===== src/hdl/eeg_pkg.sv =====
// Shared widths and types for the extended Euclid gcd core.
// No dependencies; compiled first.
package eeg_pkg;

  // Datapath width: operands carry one bit less, coefficients the full width
  localparam int DATA_WIDTH = 32;
  localparam int OPND_W     = DATA_WIDTH - 1;
  localparam int COEF_W     = DATA_WIDTH;
  localparam int CNT_W      = $clog2(OPND_W);

  typedef logic [OPND_W-1:0]        opnd_t;
  typedef logic signed [COEF_W-1:0] coef_t;
  typedef logic [CNT_W-1:0]         cnt_t;

  localparam coef_t COEF_ZERO = coef_t'(0);
  localparam coef_t COEF_ONE  = coef_t'(1);

endpackage


===== src/hdl/eeg_in_if.sv =====
// Operand channel: valid/ready handshake carrying the two operands.
// Depends on eeg_pkg.
interface eeg_in_if import eeg_pkg::*; ();
  logic  valid;
  logic  ready;
  opnd_t a_value;
  opnd_t b_value;

  modport source (output valid, output a_value, output b_value, input ready);
  modport sink   (input valid, input a_value, input b_value, output ready);
endinterface


===== src/hdl/eeg_out_if.sv =====
// Result channel: valid/ready handshake carrying gcd and Bezout coefficients.
// Depends on eeg_pkg.
interface eeg_out_if import eeg_pkg::*; ();
  logic  valid;
  logic  ready;
  opnd_t gcd_value;
  coef_t coeff_a;
  coef_t coeff_b;

  modport source (output valid, output gcd_value, output coeff_a, output coeff_b,
                  input ready);
  modport sink   (input valid, input gcd_value, input coeff_a, input coeff_b,
                  output ready);
endinterface


===== src/hdl/eeg_div_step.sv =====
// One step of the shared unit: restoring division bit plus the quotient
// multiply-accumulate for both coefficients. Depends on eeg_pkg.
module eeg_div_step import eeg_pkg::*; (
  input  opnd_t rem_i,
  input  logic  dvd_msb_i,
  input  opnd_t divisor_i,
  input  coef_t xs_i,
  input  coef_t ys_i,
  input  coef_t prod_x_i,
  input  coef_t prod_y_i,
  output opnd_t rem_o,
  output coef_t prod_x_o,
  output coef_t prod_y_o
);

  logic [OPND_W:0] shifted;
  logic [OPND_W:0] diff;
  logic            qbit;

  // Trial subtract of the divisor from the shifted partial remainder
  assign shifted = {rem_i, dvd_msb_i};
  assign diff    = shifted - {1'b0, divisor_i};
  assign qbit    = ~diff[OPND_W];
  assign rem_o   = qbit ? diff[OPND_W-1:0] : shifted[OPND_W-1:0];

  // Quotient bits arrive MSB first: Horner form gives q*xs and q*ys
  assign prod_x_o = {prod_x_i[COEF_W-2:0], 1'b0} + (qbit ? xs_i : COEF_ZERO);
  assign prod_y_o = {prod_y_i[COEF_W-2:0], 1'b0} + (qbit ? ys_i : COEF_ZERO);

endmodule


===== src/hdl/extended_euclid_gcd_core.sv =====
// Extended Euclid gcd core: sequencer around the shared division step.
// Depends on eeg_pkg, eeg_in_if, eeg_out_if, eeg_div_step.
//
// Takes two unsigned operands and returns gcd(a,b) with signed Bezout
// coefficients so that coeff_a*a + coeff_b*b = gcd. One item is processed
// at a time; the operand channel is ready only while the sequencer is idle.
// Each Euclid step runs the bit-serial divider in ST_DIV and then shifts
// the remainder sequence in ST_UPDATE; there are at most 44 division steps
// for 31-bit operands, reached by consecutive Fibonacci numbers. A zero
// operand skips the divider and goes straight to ST_FIN. The result sits
// in an output register, so the next item can be taken while a finished
// result still waits for its transfer.
module extended_euclid_gcd_core import eeg_pkg::*; (
  input  logic             clk_i,
  input  logic             rst_ni,
  eeg_in_if.sink           in_i,
  eeg_out_if.source        out_o
);

  typedef enum logic [1:0] {
    ST_IDLE,
    ST_DIV,
    ST_UPDATE,
    ST_FIN
  } state_e;

  state_e state_q;
  cnt_t   cnt_q;
  opnd_t  big_q, small_q, rem_q;
  coef_t  xb_q, yb_q, xs_q, ys_q, px_q, py_q;
  logic   out_valid_q;
  opnd_t  gcd_q;
  coef_t  ca_q, cb_q;

  opnd_t  rem_d;
  coef_t  px_d, py_d;
  logic   out_free;

  // Shared division / accumulate step
  eeg_div_step u_step (
    .rem_i     (rem_q),
    .dvd_msb_i (big_q[OPND_W-1]),
    .divisor_i (small_q),
    .xs_i      (xs_q),
    .ys_i      (ys_q),
    .prod_x_i  (px_q),
    .prod_y_i  (py_q),
    .rem_o     (rem_d),
    .prod_x_o  (px_d),
    .prod_y_o  (py_d)
  );

  assign out_free = !out_valid_q || out_o.ready;

  // Sequencer, datapath registers and result register
  always_ff @(posedge clk_i or negedge rst_ni) begin
    if (!rst_ni) begin
      state_q     <= ST_IDLE;
      cnt_q       <= '0;
      big_q       <= '0;
      small_q     <= '0;
      rem_q       <= '0;
      xb_q        <= COEF_ZERO;
      yb_q        <= COEF_ZERO;
      xs_q        <= COEF_ZERO;
      ys_q        <= COEF_ZERO;
      px_q        <= COEF_ZERO;
      py_q        <= COEF_ZERO;
      out_valid_q <= 1'b0;
      gcd_q       <= '0;
      ca_q        <= COEF_ZERO;
      cb_q        <= COEF_ZERO;
    end else begin
      // result leaves on its transfer; in ST_FIN a new result takes its place
      if (out_valid_q && out_o.ready && state_q != ST_FIN) begin
        out_valid_q <= 1'b0;
      end
      unique case (state_q)
        ST_IDLE: begin
          if (in_i.valid) begin
            rem_q <= '0;
            cnt_q <= '0;
            px_q  <= COEF_ZERO;
            py_q  <= COEF_ZERO;
            priority if (in_i.b_value == '0) begin
              small_q <= in_i.a_value;
              xs_q    <= COEF_ONE;
              ys_q    <= COEF_ZERO;
              state_q <= ST_FIN;
            end else if (in_i.a_value == '0) begin
              small_q <= in_i.b_value;
              xs_q    <= COEF_ZERO;
              ys_q    <= COEF_ONE;
              state_q <= ST_FIN;
            end else if (in_i.a_value < in_i.b_value) begin
              big_q   <= in_i.b_value;
              small_q <= in_i.a_value;
              xb_q    <= COEF_ZERO;
              yb_q    <= COEF_ONE;
              xs_q    <= COEF_ONE;
              ys_q    <= COEF_ZERO;
              state_q <= ST_DIV;
            end else begin
              big_q   <= in_i.a_value;
              small_q <= in_i.b_value;
              xb_q    <= COEF_ONE;
              yb_q    <= COEF_ZERO;
              xs_q    <= COEF_ZERO;
              ys_q    <= COEF_ONE;
              state_q <= ST_DIV;
            end
          end
        end
        ST_DIV: begin
          // one quotient bit per cycle
          rem_q <= rem_d;
          px_q  <= px_d;
          py_q  <= py_d;
          big_q <= {big_q[OPND_W-2:0], 1'b0};
          cnt_q <= cnt_q + cnt_t'(1);
          if (cnt_q == cnt_t'(OPND_W - 1)) begin
            state_q <= ST_UPDATE;
          end
        end
        ST_UPDATE: begin
          if (rem_q == '0) begin
            state_q <= ST_FIN;
          end else begin
            // shift the remainder sequence and its coefficients down
            big_q   <= small_q;
            small_q <= rem_q;
            xb_q    <= xs_q;
            yb_q    <= ys_q;
            xs_q    <= xb_q - px_q;
            ys_q    <= yb_q - py_q;
            rem_q   <= '0;
            cnt_q   <= '0;
            px_q    <= COEF_ZERO;
            py_q    <= COEF_ZERO;
            state_q <= ST_DIV;
          end
        end
        ST_FIN: begin
          // wait for the result register to free up
          if (out_free) begin
            gcd_q       <= small_q;
            ca_q        <= xs_q;
            cb_q        <= ys_q;
            out_valid_q <= 1'b1;
            state_q     <= ST_IDLE;
          end
        end
        default: begin
          state_q <= ST_IDLE;
        end
      endcase
    end
  end

  assign in_i.ready      = (state_q == ST_IDLE);
  assign out_o.valid     = out_valid_q;
  assign out_o.gcd_value = gcd_q;
  assign out_o.coeff_a   = ca_q;
  assign out_o.coeff_b   = cb_q;

endmodule

===== src/flat_wrapper.sv =====
// flat-port wrapper written by rule: the top's interface ports become plain ports
module extended_euclid_gcd_core_flat import eeg_pkg::*;
  (clk_i, rst_ni, in_i_valid, in_i_a_value, in_i_b_value, in_i_ready, out_o_valid, out_o_gcd_value, out_o_coeff_a, out_o_coeff_b, out_o_ready);
  eeg_in_if in_i_i ();
  eeg_out_if out_o_i ();
  input  logic clk_i;
  input  logic rst_ni;
  input wire logic [$bits(in_i_i.valid)-1:0] in_i_valid;
  input wire logic [$bits(in_i_i.a_value)-1:0] in_i_a_value;
  input wire logic [$bits(in_i_i.b_value)-1:0] in_i_b_value;
  output wire logic [$bits(in_i_i.ready)-1:0] in_i_ready;
  output wire logic [$bits(out_o_i.valid)-1:0] out_o_valid;
  output wire logic [$bits(out_o_i.gcd_value)-1:0] out_o_gcd_value;
  output wire logic [$bits(out_o_i.coeff_a)-1:0] out_o_coeff_a;
  output wire logic [$bits(out_o_i.coeff_b)-1:0] out_o_coeff_b;
  input wire logic [$bits(out_o_i.ready)-1:0] out_o_ready;
  assign in_i_i.valid = in_i_valid;
  assign in_i_i.a_value = in_i_a_value;
  assign in_i_i.b_value = in_i_b_value;
  assign in_i_ready = in_i_i.ready;
  assign out_o_valid = out_o_i.valid;
  assign out_o_gcd_value = out_o_i.gcd_value;
  assign out_o_coeff_a = out_o_i.coeff_a;
  assign out_o_coeff_b = out_o_i.coeff_b;
  assign out_o_i.ready = out_o_ready;
  extended_euclid_gcd_core u_core (.clk_i(clk_i), .rst_ni(rst_ni), .in_i(in_i_i), .out_o(out_o_i));
endmodule

===== config.mk =====
export PLATFORM = sky130hd
export DESIGN_NAME = extended_euclid_gcd_core_flat
export DESIGN_NICKNAME = d
export VERILOG_FILES = /design/src/hdl/eeg_pkg.sv /design/src/hdl/eeg_in_if.sv /design/src/hdl/eeg_out_if.sv /design/src/hdl/eeg_div_step.sv /design/src/hdl/extended_euclid_gcd_core.sv /design/src/flat_wrapper.sv
export SDC_FILE = /design/constraint.sdc
export NUM_CORES = 1
export LEC_CHECK = 0
export ABC_AREA = 1
export BUFFER_PORTS_ARGS = -buffer_cell sky130_fd_sc_hd__buf_4
export CORE_ASPECT_RATIO = 0.5
export CORE_MARGIN = 4
export CORE_UTILIZATION = 40
export DETAILED_ROUTE_END_ITERATION = 8
export HOLD_SLACK_MARGIN = 0.1
export SKIP_CTS_REPAIR_TIMING = 1
export SYNTH_ARGS = -nofsm -noshare
export SYNTH_HDL_FRONTEND = slang
export SYNTH_SLANG_ARGS = --single-unit
export TNS_END_PERCENT = 5

===== constraint.sdc =====
create_clock -name clk_i -period 5 [get_ports clk_i]
set_clock_uncertainty 0.1 [all_clocks]
set_input_delay 1 -clock clk_i [delete_from_list [all_inputs] [get_ports clk_i]]
set_output_delay 1 -clock clk_i [all_outputs]
set_load 0.02 [all_outputs]

==> metrics.md, run 1 <==
| Metric | Value |
|---|---|
| Most common cell after layout, fill and taps aside | nand2_1 |
| Largest family of logic cells by synthesized area | simple AND/OR/NAND/NOR gates |
| Final Wtd Congestion | 0.935 |
| Slew margin rel. | 24.8% |
| CP required | 5310 ps |
| Final setup vio count | 0 |
| Post-synth EDFFs | 0 |
| Core Region | 0.0656 mm² |
| Pre-antenna DRT Iters | 5 |
| Synth Instances | 3796 |
| DRT antenna net count | 0 |
| RSZ-0062 raised after global routing | false |
| Inserted Clock Buffers | 41 |
| Via density | 5.43 |
| Initial DRC Count | 2171 |
| Die width | 373 µm |
| CTS tree | built |
| I/O pin count | 163 |
| Initial antenna violation count | 1 |
| Most frequent cells in the layout | 911 x nand2_1, 431 x inv_1, 398 x nor2_1, 388 x dfrtp_1, 355 x o21ai_0 |
| Met2 usage | 38.5% |
| Pre-CTS setup slack | 594 ps |
| Post-route DRC | 0 |
| Gr busiest metal | met2 |
| P&R area growth vs syn | 12.6% |
| Synthesized flop and latch total | 388 |
| Clock Sinks | 388 |
| Cell Rows | 66 |
| Leakage | 0.0148 µW |
| Net count after synthesis | 4056 |
| Startpoint class of the critical path | register |
| Die area | 0.0712 mm² |
| Async SR Flop Fraction | 100% |
| Worst hold margin | 359 ps |
| HP Class | primary input to asynchronous set/reset pin |
| Synth Area in Adders | 9.23% |
| Vias in the first global route | 25300 |
| Worst-Margin Slew | 1130 ps |
| Longest Clk Path Bufs | 3 |
| Initial Utilization | 40.7% |
| Final non-filler cell total | 4811 |
| Clk slew on worst S/H paths | 70 ps |
| H-tree lvl count | 2 |
| Slack of the critical path | 483 ps |
| CP Max Fanout | 32 |
| Layout cells sized above 1 | 7.46% |
| Synthesis Warnings | 0 |
| Die H | 191 µm |
| FF-to-FF End | u_core.py_q[19] |
| GR Util met1 | 35.5% |
| Fillcell total | 6860 |
| HPWL Detailed | 66800 µm |
| Fin Setup TNS | 0 ps |
| Syn avg cell area | 7.04 µm² |
| Total GRT Usage | 24.7% |
| Compound-Gate Fraction of Synth Area | 18.8% |
| Fin crit period | 4520 ps |
| Reg-to-reg setup timing slack | 480 ps |
| First-pass GRT wire length | 142000 µm |
| Inst Count DP | 4738 |
| Setup crit end kind | register |
| Diodes inserted | 0 |
| Main synth FF type | dfrtp_1 |
| Layout Nets | 4157 |
| VDD IR max | 419 µV |
| Status | finished, final reports clean |
| Max-cap violations | 0 |
| Post-synthesis mux area share | 0.0843% |
| Synthesized area | 0.0267 mm² |
| Fmax | 0.221 GHz |
| Largest net degree at the start of global routing | 98 |
| Fin. max-slew vios | 0 |
| Worst R2R Start | u_core.rem_q[21] |
| Final Hold Fails | 0 |
| Crit path launch | u_core.rem_q[21] |
| Simple-gate portion of the synthesized area | 25.7% |
| Post-synthesis xor/xnor area fraction | 1.21% |
| PwrDens | 556 mW/mm² |
| Met3 usage | 4.41% |
| Total grt overflow | 0 |
| Final Util | 45.9% |
| Port Buffer Count | 162 |
| Reg2Reg Depth | 20 |
| Worst path arrival time | 4830 ps |
| Final wirelength | 89400 µm |
| Critical Path End | u_core.py_q[19] |
| Kind of critical path | register to register |
| Root Buffer | clkbuf_16 |
| Final Cycle Share | 90.3% |
| Vias | 26100 |
| DR WL/cell | 18.6 µm |
| Clk_lat worst skew | 580 ps |
| Seq/Total Area, Yosys | 36.4% |
| Post-synth cell types | 46 |
## cell families (layout without fill, tap and decap cells)
family	count (synthesis)	count (layout)
xor+xnor	37	37
simple gates	1666	1666
fa+ha+maj	194	194
mux	2	2
compound gates	932	932
flops	388	388
buf+inv	577	708
## where the power goes
part           total [µW]  leakage (µW)  switching (µW)  internal (µW)
sequential           4380       0.00517             434           3950
clock                3110      0.000649            1390           1720
combinational        9230       0.00897            6520           2710
## synthesized netlist by cell type, drive strengths merged, types with 6 or more instances
cell	n	area share, %
nand2	921	13
inv	437	6.1
nor2	402	5.7
o21ai	399	7.5
dfrtp	388	36
a21oi	354	6.6
nand3	213	4.0
ha	189	8.9
buf	72	1.6
o22ai	72	1.7
nand4	71	1.7
clkbuf	67	0.94
nor3	29	0.54
a21o	26	0.73
o211ai	23	0.65
xnor2	20	0.66
xor2	17	0.56
nor4	16	0.37
a31oi	13	0.30
o21bai	13	0.37
o31ai	9	0.25
a21boi	7	0.20
o21a	7	0.20
nand3b	6	0.17
## flip-flops by register name (all words and copies together) (netlist names), 32 cells and up
signal and cells:
u_core.py_q 32, u_core.ys_q 32, u_core.px_q 32, u_core.xb_q 32, u_core.out_o.coeff_a 32, u_core.yb_q 32
u_core.xs_q 32, u_core.out_o.coeff_b 32
## layout make-up
class	instances	area, µm²	share of cell area (%)
multi-input cells	2831	14700	49.0
clock inverters	15	124	0.412
well taps	884	1110	3.68
repair buffers	197	1570	5.24
inverters	438	1640	5.47
flip-flops and latches	388	9710	32.3
clock buffers	58	1190	3.96
## worst min path at each step
stage	end	cells past startpoint	slack [ps]
floorplan	u_core.xs_q[21]	2	350
global placement	u_core.xs_q[21]	2	360
detailed placement	u_core.xs_q[24]	2	370
CTS	u_core.xs_q[24]	2	380
global route	u_core.xs_q[27]	2	400
finish	u_core.big_q[20]	1	360
## metrics by stage
step | total power, µW | instance area (µm²)
after CTS | 16700 | 30100
after floorplan | 10500 | 26700
final | 16700 | 30100
after global routing | 18000 | 30100
after global placement | 13500 | 28800
after detailed placement | 13500 | 28800
## metal layers
metal,vias to the layer above,routed length [µm]
met5,-,0
met4,0,2170
met3,134,5930
met2,805,38600
met1,12300,42700
li1,12900,-
## critical path, cell delays in order, from the launching register on
cell and delay [ps]:
dfrtp_1 410, ha_1 370, nand2_1 150, inv_1 50, a21oi_1 180, nand2_1 120
a21oi_2 230, nand3_1 180, nand2_2 210, buf_4 420, nor2_1 100, ha_1 360
nand2_1 170, inv_1 60, a21oi_1 240, a21boi_0 250, nand2_1 200, inv_1 190
o21ai_0 130, nor2_1 130, o22ai_1 90
Note: power is estimated with default switching activity, not from simulation.
==> run 2: changes to the inputs <==
Settings changed: PLACE_DENSITY_LB_ADDON from default to 0.08, SLEW_MARGIN from default to 20.
==> run 2 against run 1 <==
- design area rose by 0.63%
- count of clock-buffer cells in the layout is 2 higher
- critical path depth rose by 4
- global-route usage is 1.3 points higher
- utilization grew 0.29 points
- clock power increased by 11%
- routed wire length is 4.4% higher
- sequential power barely moved
- highest routed layer unchanged
==> metrics.md, run 2 (synthesized netlist as in run 1, its figures left out) <==
| Metric | Value |
|---|---|
| Fin crit period | 4430 ps (was 4520 ps) |
| Most frequent cells in the layout | 911 x nand2_1, 430 x inv_1, 398 x nor2_1, 388 x dfrtp_1, 355 x o21ai_0 (was 911 x nand2_1, 431 x inv_1, 398 x nor2_1, 388 x dfrtp_1, 355 x o21ai_0) |
| Fin Setup TNS | 0 ps (unchanged) |
| Core Region | 0.0656 mm² (unchanged) |
| DRT antenna net count | 0 (unchanged) |
| Kind of critical path | register to register (unchanged) |
| Die H | 191 µm (unchanged) |
| Via density | 5.42 (was 5.43) |
| Vias in the first global route | 25400 (was 25300) |
| Total GRT Usage | 26.0% (was 24.7%) |
| Initial DRC Count | 2086 (was 2171) |
| HP Class | primary input to asynchronous set/reset pin (unchanged) |
| DR WL/cell | 19.4 µm (was 18.6 µm) |
| P&R area growth vs syn | 13.3% (was 12.6%) |
| CP max stage cell | dfrtp_1 (was buf_4) |
| Final wirelength | 93400 µm (was 89400 µm) |
| Cell family with most CP delay | simple AND/OR/NAND/NOR gates (unchanged) |
| Pre-antenna DRT Iters | 5 (unchanged) |
| Final Hold Fails | 0 (unchanged) |
| Die area | 0.0712 mm² (unchanged) |
| Clk slew on worst S/H paths | 70 ps (about the same) |
| Final Wtd Congestion | 0.968 (was 0.935) |
| FF-to-FF End | u_core.py_q[19] (unchanged) |
| Fmax | 0.226 GHz (was 0.221 GHz) |
| I/O pin count | 163 (unchanged) |
| Worst-Margin Slew | 1070 ps (was 1130 ps) |
| Max-cap violations | 0 (unchanged) |
| Initial antenna violation count | 0 (was 1) |
| H-tree lvl count | 2 (unchanged) |
| Slew margin rel. | 28.4% (was 24.8%) |
| Reg2Reg Depth | 24 (was 20) |
| Inserted Clock Buffers | 42 (was 41) |
| Slack of the critical path | 566 ps (was 483 ps) |
| Most common cell after layout, fill and taps aside | nand2_1 (unchanged) |
| CP Max Fanout | 46 (was 32) |
| CTS tree | built (unchanged) |
| Die width | 373 µm (unchanged) |
| Port Buffer Count | 162 (unchanged) |
| Leakage | 0.0149 µW (was 0.0148 µW) |
| CP required | 5340 ps (was 5310 ps) |
| Post-route DRC | 0 (unchanged) |
| Total grt overflow | 0 (unchanged) |
| Setup crit end kind | register (unchanged) |
| Layout cells sized above 1 | 7.64% (was 7.46%) |
| Status | finished, final reports clean (unchanged) |
| Root Buffer | clkbuf_16 (unchanged) |
| CP Cell Sequence | ha_1 -> nand2_1 -> inv_1 -> a21oi_1 -> nand2_1 -> a21oi_2 -> nand2_1 -> nand2_1 -> nand2_2 -> buf_12 -> nor2_1 -> ha_1 -> fa_1 -> nand3_1 -> nand3_1 -> nand2_1 -> a21oi_1 -> nand3_1 -> nand2_1 -> inv_1 -> o21ai_0 -> nand2_1 -> nand2_1 -> o22ai_1 (was ha_1 -> nand2_1 -> inv_1 -> a21oi_1 -> nand2_1 -> a21oi_2 -> nand3_1 -> nand2_2 -> buf_4 -> nor2_1 -> ha_1 -> nand2_1 -> inv_1 -> a21oi_1 -> a21boi_0 -> nand2_1 -> inv_1 -> o21ai_0 -> nor2_1 -> o22ai_1) |
| Clk_lat worst skew | 600 ps (was 580 ps) |
| Most frequent cell on the critical path | nand2_1 (unchanged) |
| HPWL Detailed | 69200 µm (was 66800 µm) |
| First-pass GRT wire length | 147000 µm (was 142000 µm) |
| RSZ-0062 raised after global routing | false (unchanged) |
| Vias | 26100 (about the same) |
| Worst path arrival time | 4770 ps (was 4830 ps) |
| Reg-to-reg setup timing slack | 570 ps (was 480 ps) |
| Pre-CTS setup slack | 654 ps (was 594 ps) |
| Worst path max stage delay | 410 ps (was 420 ps) |
| Worst R2R Start | u_core.rem_q[21] (unchanged) |
| Power Total | 17300 µW (was 16700 µW) |
| Cell Rows | 66 (unchanged) |
| Final Cycle Share | 88.7% (was 90.3%) |
| Critical path buffers and inverters | 3 (was 4) |
| Clock Sinks | 388 (unchanged) |
| VDD IR max | 455 µV (was 419 µV) |
| Layout Nets | 4157 (unchanged) |
| Longest Clk Path Bufs | 3 (unchanged) |
| PwrDens | 571 mW/mm² (was 556 mW/mm²) |
| Final setup vio count | 0 (unchanged) |
| Startpoint class of the critical path | register (unchanged) |
| Largest net degree at the start of global routing | 103 (was 98) |
| Initial Utilization | 40.7% (unchanged) |
| Fin. max-slew vios | 0 (unchanged) |
==> run 2: changes by cell type in the layout (fill, tap and decap cells not counted), moves of 2 or more <==
| cell | previous run | this run |
|---|---|---|
| clkbuf_16 | 41 | 45 |
| bufinv_16 | 1 | 4 |
| clkinv_4 | 3 | 1 |
| buf_4 | 189 | 187 |
| clkinvlp_4 | 2 | 4 |
| clkbuf_1 | 7 | 4 |
| inv_2 | 6 | 8 |
==> run 2: area by class of cell <==
type | instances | area (µm²)
fill | 6853 | 35300
multi-input combinational | 2831 | 14700
sequential | 388 | 9710
inverter | 438 | 1640
timing repair buffer | 196 | 1580
clock buffer | 60 | 1290
tap | 884 | 1110
clock inverter | 16 | 198
antenna | 1 | 2.50
==> run 2: worst max path at each step <==
stage | startpoint | to | slack, ps | depth (start not counted)
6_report | u_core.rem_q[21] | u_core.py_q[19] | 570 | 24
5_1_grt | u_core.rem_q[17] | u_core.px_q[27] | 140 | 23
4_1_cts | u_core.rem_q[13] | u_core.py_q[19] | 610 | 26
3_5_place_dp | u_core.rem_q[21] | u_core.py_q[19] | 650 | 24
3_3_place_gp | u_core.rem_q[12] | u_core.py_q[19] | 730 | 26
2_1_floorplan | u_core.rem_q[21] | u_core.px_q[27] | 1210 | 22
==> run 2: worst reg2reg max path, stage by stage (launching register included) <==
cell and delay, ps:
dfrtp_1 410, ha_1 370, nand2_1 160, inv_1 50, a21oi_1 200, nand2_1 120
a21oi_2 240, nand2_1 110, nand2_1 120, nand2_2 110, buf_12 200, nor2_1 120
ha_1 210, fa_1 230, nand3_1 90, nand3_1 130, nand2_1 90, a21oi_1 260
nand3_1 110, nand2_1 200, inv_1 140, o21ai_0 280, nand2_1 80, nand2_1 70
o22ai_1 80
==> run 2: report_power, final <==
| part | switching, µW | leakage, µW | internal [µW] |
|---|---|---|---|
| registers | 426 | 0.00517 | 3950 |
| clock network | 1430 | 0.000728 | 2010 |
| logic | 6760 | 0.00898 | 2710 |
==> run 2: layer usage <==
metal / GRT usage, % / part of all wire, % / up-vias / routed length, µm
met5: 0 / 0 / - / 0
li1: - / - / 12900 / -
met3: 4.39 / 6.2 / 105 / 5810
met4: 5.98 / 2.0 / 0 / 1850
met1: 37.5 / 48 / 12400 / 45100
met2: 40.9 / 43 / 715 / 40600
==> run 2: per-stage QoR <==
step | utilization, % | hold slack (ps) | cell area, µm² | instances
after floorplan | - | 349 | 26700 | 3796
after global placement | 43.9 | 364 | 28800 | 4737
after detailed placement | 43.9 | 367 | 28800 | 4737
after CTS | 46.1 | 226 | 30200 | 4813
after global routing | 46.1 | 252 | 30300 | 4813
final | 46.1 | 232 | 30300 | 4814
==> run 3: changes to the inputs <==
Settings changed: CORE_UTILIZATION 40 to 62, SLEW_MARGIN 20 to default.
==> run 3 against run 2 <==
- fmax down 3.4%
- utilization is 24 points higher
- critical endpoint is now u_core.py_q[23]
- sequential share of layout area up 0.78 points
- sequential cell count stayed put
- count of clock-buffer cells in the layout decreased by 15
- critical path type unchanged
- power down 4.2%
==> metrics.md, run 3 (synthesized netlist as in run 1, its figures left out) <==
| Metric | Value |
|---|---|
| Initial antenna violation count | 0 (unchanged) |
| Met3 WL post-DR | 9980 µm (was 5810 µm) |
| Clock Sinks | 388 (unchanged) |
| Final setup vio count | 0 (unchanged) |
| Inst Count DP | 4429 (was 4737) |
| Worst-Margin Slew | 1410 ps (was 1070 ps) |
| CP required | 5300 ps (was 5340 ps) |
| Slew margin rel. | 5.81% (was 28.4%) |
| PwrDens | 560 mW/mm² (was 571 mW/mm²) |
| Placed Area | 0.0283 mm² (was 0.0288 mm²) |
| CP Max Fanout | 29 (was 46) |
| Vias | 27200 (was 26100) |
| DR WL/cell | 19.2 µm (was 19.4 µm) |
| Diodes inserted | 0 (was 1) |
| Vias in the first global route | 25600 (was 25400) |
| Fin. max-slew vios | 0 (unchanged) |
| Port Buffer Count | 162 (unchanged) |
| CTS tree | built (unchanged) |
| First-pass GRT wire length | 136000 µm (was 147000 µm) |
| Initial Utilization | 63.2% (was 40.7%) |
| Fin crit period | 4590 ps (was 4430 ps) |
| Setup crit end kind | register (unchanged) |
| HPWL Detailed | 63000 µm (was 69200 µm) |
| I/O pin count | 163 (unchanged) |
| Power Total | 16600 µW (was 17300 µW) |
| Layout Nets | 4151 (was 4157) |
| P&R area growth vs syn | 10.6% (was 13.3%) |
| Max Used Layer | met4 (unchanged) |
| Inserted Clock Buffers | 37 (was 42) |
| Total GRT Usage | 36.3% (was 26.0%) |
| DRT antenna net count | 0 (unchanged) |
| Clk slew on worst S/H paths | 70 ps (about the same) |
| HP Class | primary input to asynchronous set/reset pin (unchanged) |
| Largest net degree at the start of global routing | 101 (was 103) |
| Max-cap violations | 0 (unchanged) |
| Cell Rows | 53 (was 66) |
| Most common cell after layout, fill and taps aside | nand2_1 (unchanged) |
| Most frequent cells in the layout | 911 x nand2_1, 431 x inv_1, 398 x nor2_1, 388 x dfrtp_1, 355 x o21ai_0 (was 911 x nand2_1, 430 x inv_1, 398 x nor2_1, 388 x dfrtp_1, 355 x o21ai_0) |
| Final non-filler cell total | 4495 (was 4814) |
| Longest Clk Path Bufs | 3 (unchanged) |
| Design Area, Final | 0.0295 mm² (was 0.0303 mm²) |
| Final wirelength | 86300 µm (was 93400 µm) |
| Die H | 155 µm (was 191 µm) |
| VDD IR max | 710 µV (was 455 µV) |
| Post-route DRC | 0 (unchanged) |
| Core Region | 0.0422 mm² (was 0.0656 mm²) |
| Most frequent cell on the critical path | nand2_1 (unchanged) |
| Die area | 0.0467 mm² (was 0.0712 mm²) |
| Worst path arrival time | 4890 ps (was 4770 ps) |
| Final Hold Fails | 0 (unchanged) |
| Fin Setup TNS | 0 ps (unchanged) |
| Worst hold margin | 375 ps (was 232 ps) |
| H-tree lvl count | 2 (unchanged) |
| Status | finished, final reports clean (unchanged) |
| Fmax | 0.218 GHz (was 0.226 GHz) |
| RSZ-0062 raised after global routing | false (unchanged) |
| Final Cycle Share | 91.8% (was 88.7%) |
| Via density | 6.05 (was 5.42) |
| Clk_lat worst skew | 560 ps (was 600 ps) |
| M1 WL | 37800 µm (was 45100 µm) |
| Initial DRC Count | 3041 (was 2086) |
| Final Wtd Congestion | 1.04 (was 0.968) |
| Layout cells sized above 1 | 7.33% (was 7.64%) |
| CP max stage cell | dfrtp_1 (unchanged) |
| Total grt overflow | 0 (unchanged) |
| CP Cell Sequence | ha_1 -> nand2_1 -> inv_1 -> a21oi_1 -> nand2_1 -> a21oi_2 -> nand3_1 -> nand2_2 -> buf_6 -> nor2_1 -> ha_1 -> nand3_1 -> nand3_1 -> nand2_1 -> a21oi_1 -> nand3_1 -> nand2_1 -> inv_1 -> o21ai_0 -> nand2_1 -> nand2_1 -> o22ai_1 (was ha_1 -> nand2_1 -> inv_1 -> a21oi_1 -> nand2_1 -> a21oi_2 -> nand2_1 -> nand2_1 -> nand2_2 -> buf_12 -> nor2_1 -> ha_1 -> fa_1 -> nand3_1 -> nand3_1 -> nand2_1 -> a21oi_1 -> nand3_1 -> nand2_1 -> inv_1 -> o21ai_0 -> nand2_1 -> nand2_1 -> o22ai_1) |
| Worst path max stage delay | 410 ps (about the same) |
| Die width | 302 µm (was 373 µm) |
| Startpoint class of the critical path | register (unchanged) |
| Root Buffer | clkbuf_16 (unchanged) |
| Leakage | 0.0147 µW (was 0.0149 µW) |
| Kind of critical path | register to register (unchanged) |
| Pre-antenna DRT Iters | 8 (was 5) |
| Metal2 WL | 35800 µm (was 40600 µm) |
[run 3: final timing paths]
check | startpoint | to | slack (ps) | depth (start not counted)
worst max-delay path | u_core.rem_q[21] | u_core.py_q[23] | 410 | 22
max in group asynchronous | rst_ni | u_core.big_q[13] | 3410 | 2
min in group clk_i | u_core.xs_q[24] | u_core.xs_q[24] | 390 | 2
worst max register to register | u_core.rem_q[21] | u_core.py_q[23] | 410 | 22
worst min register to register | u_core.xs_q[24] | u_core.xs_q[24] | 390 | 2
worst min-delay path | rst_ni | u_core.out_o.coeff_a[29] | 370 | 1
[run 3: area by class of cell]
type	instances	area [µm²]
multi-input cells	2831	14700
fillers	3524	12700
flip-flops and latches	388	9710
inverters	438	1640
repair buffers	195	1540
clock buffers	45	996
well taps	577	722
clock inverters	21	216
[run 3: report_power, final]
group | leakage (µW) | switching [µW] | internal (µW)
clock | 0.000602 | 1350 | 1600
combinational | 0.00895 | 6550 | 2660
sequential | 0.00517 | 439 | 3950
[run 3: critical path, delay by kind of cell, from the launching register on]
kind	cells	cell delay [ps]
and+or+nand+nor	12	1620
AOI/OAI and AO/OA	5	1090
adders and majority gates	2	750
buffers and inverters	3	440
DFF	1	410
[run 3: layer usage]
layer,up-vias,track usage [%]
li1,12800,-
met1,12800,52.5
met2,1411,53.2
met4,0,11.4
met5,-,0
met3,189,9.97
[run 3: stage by stage]
stage / utilization, % / setup WS, ps
final: 69.9 / 412
after global routing: 69.9 / 17.4
after floorplan: - / 1210
after detailed placement: 67.0 / 464
after CTS: 69.9 / 442
after global placement: 67.0 / 625
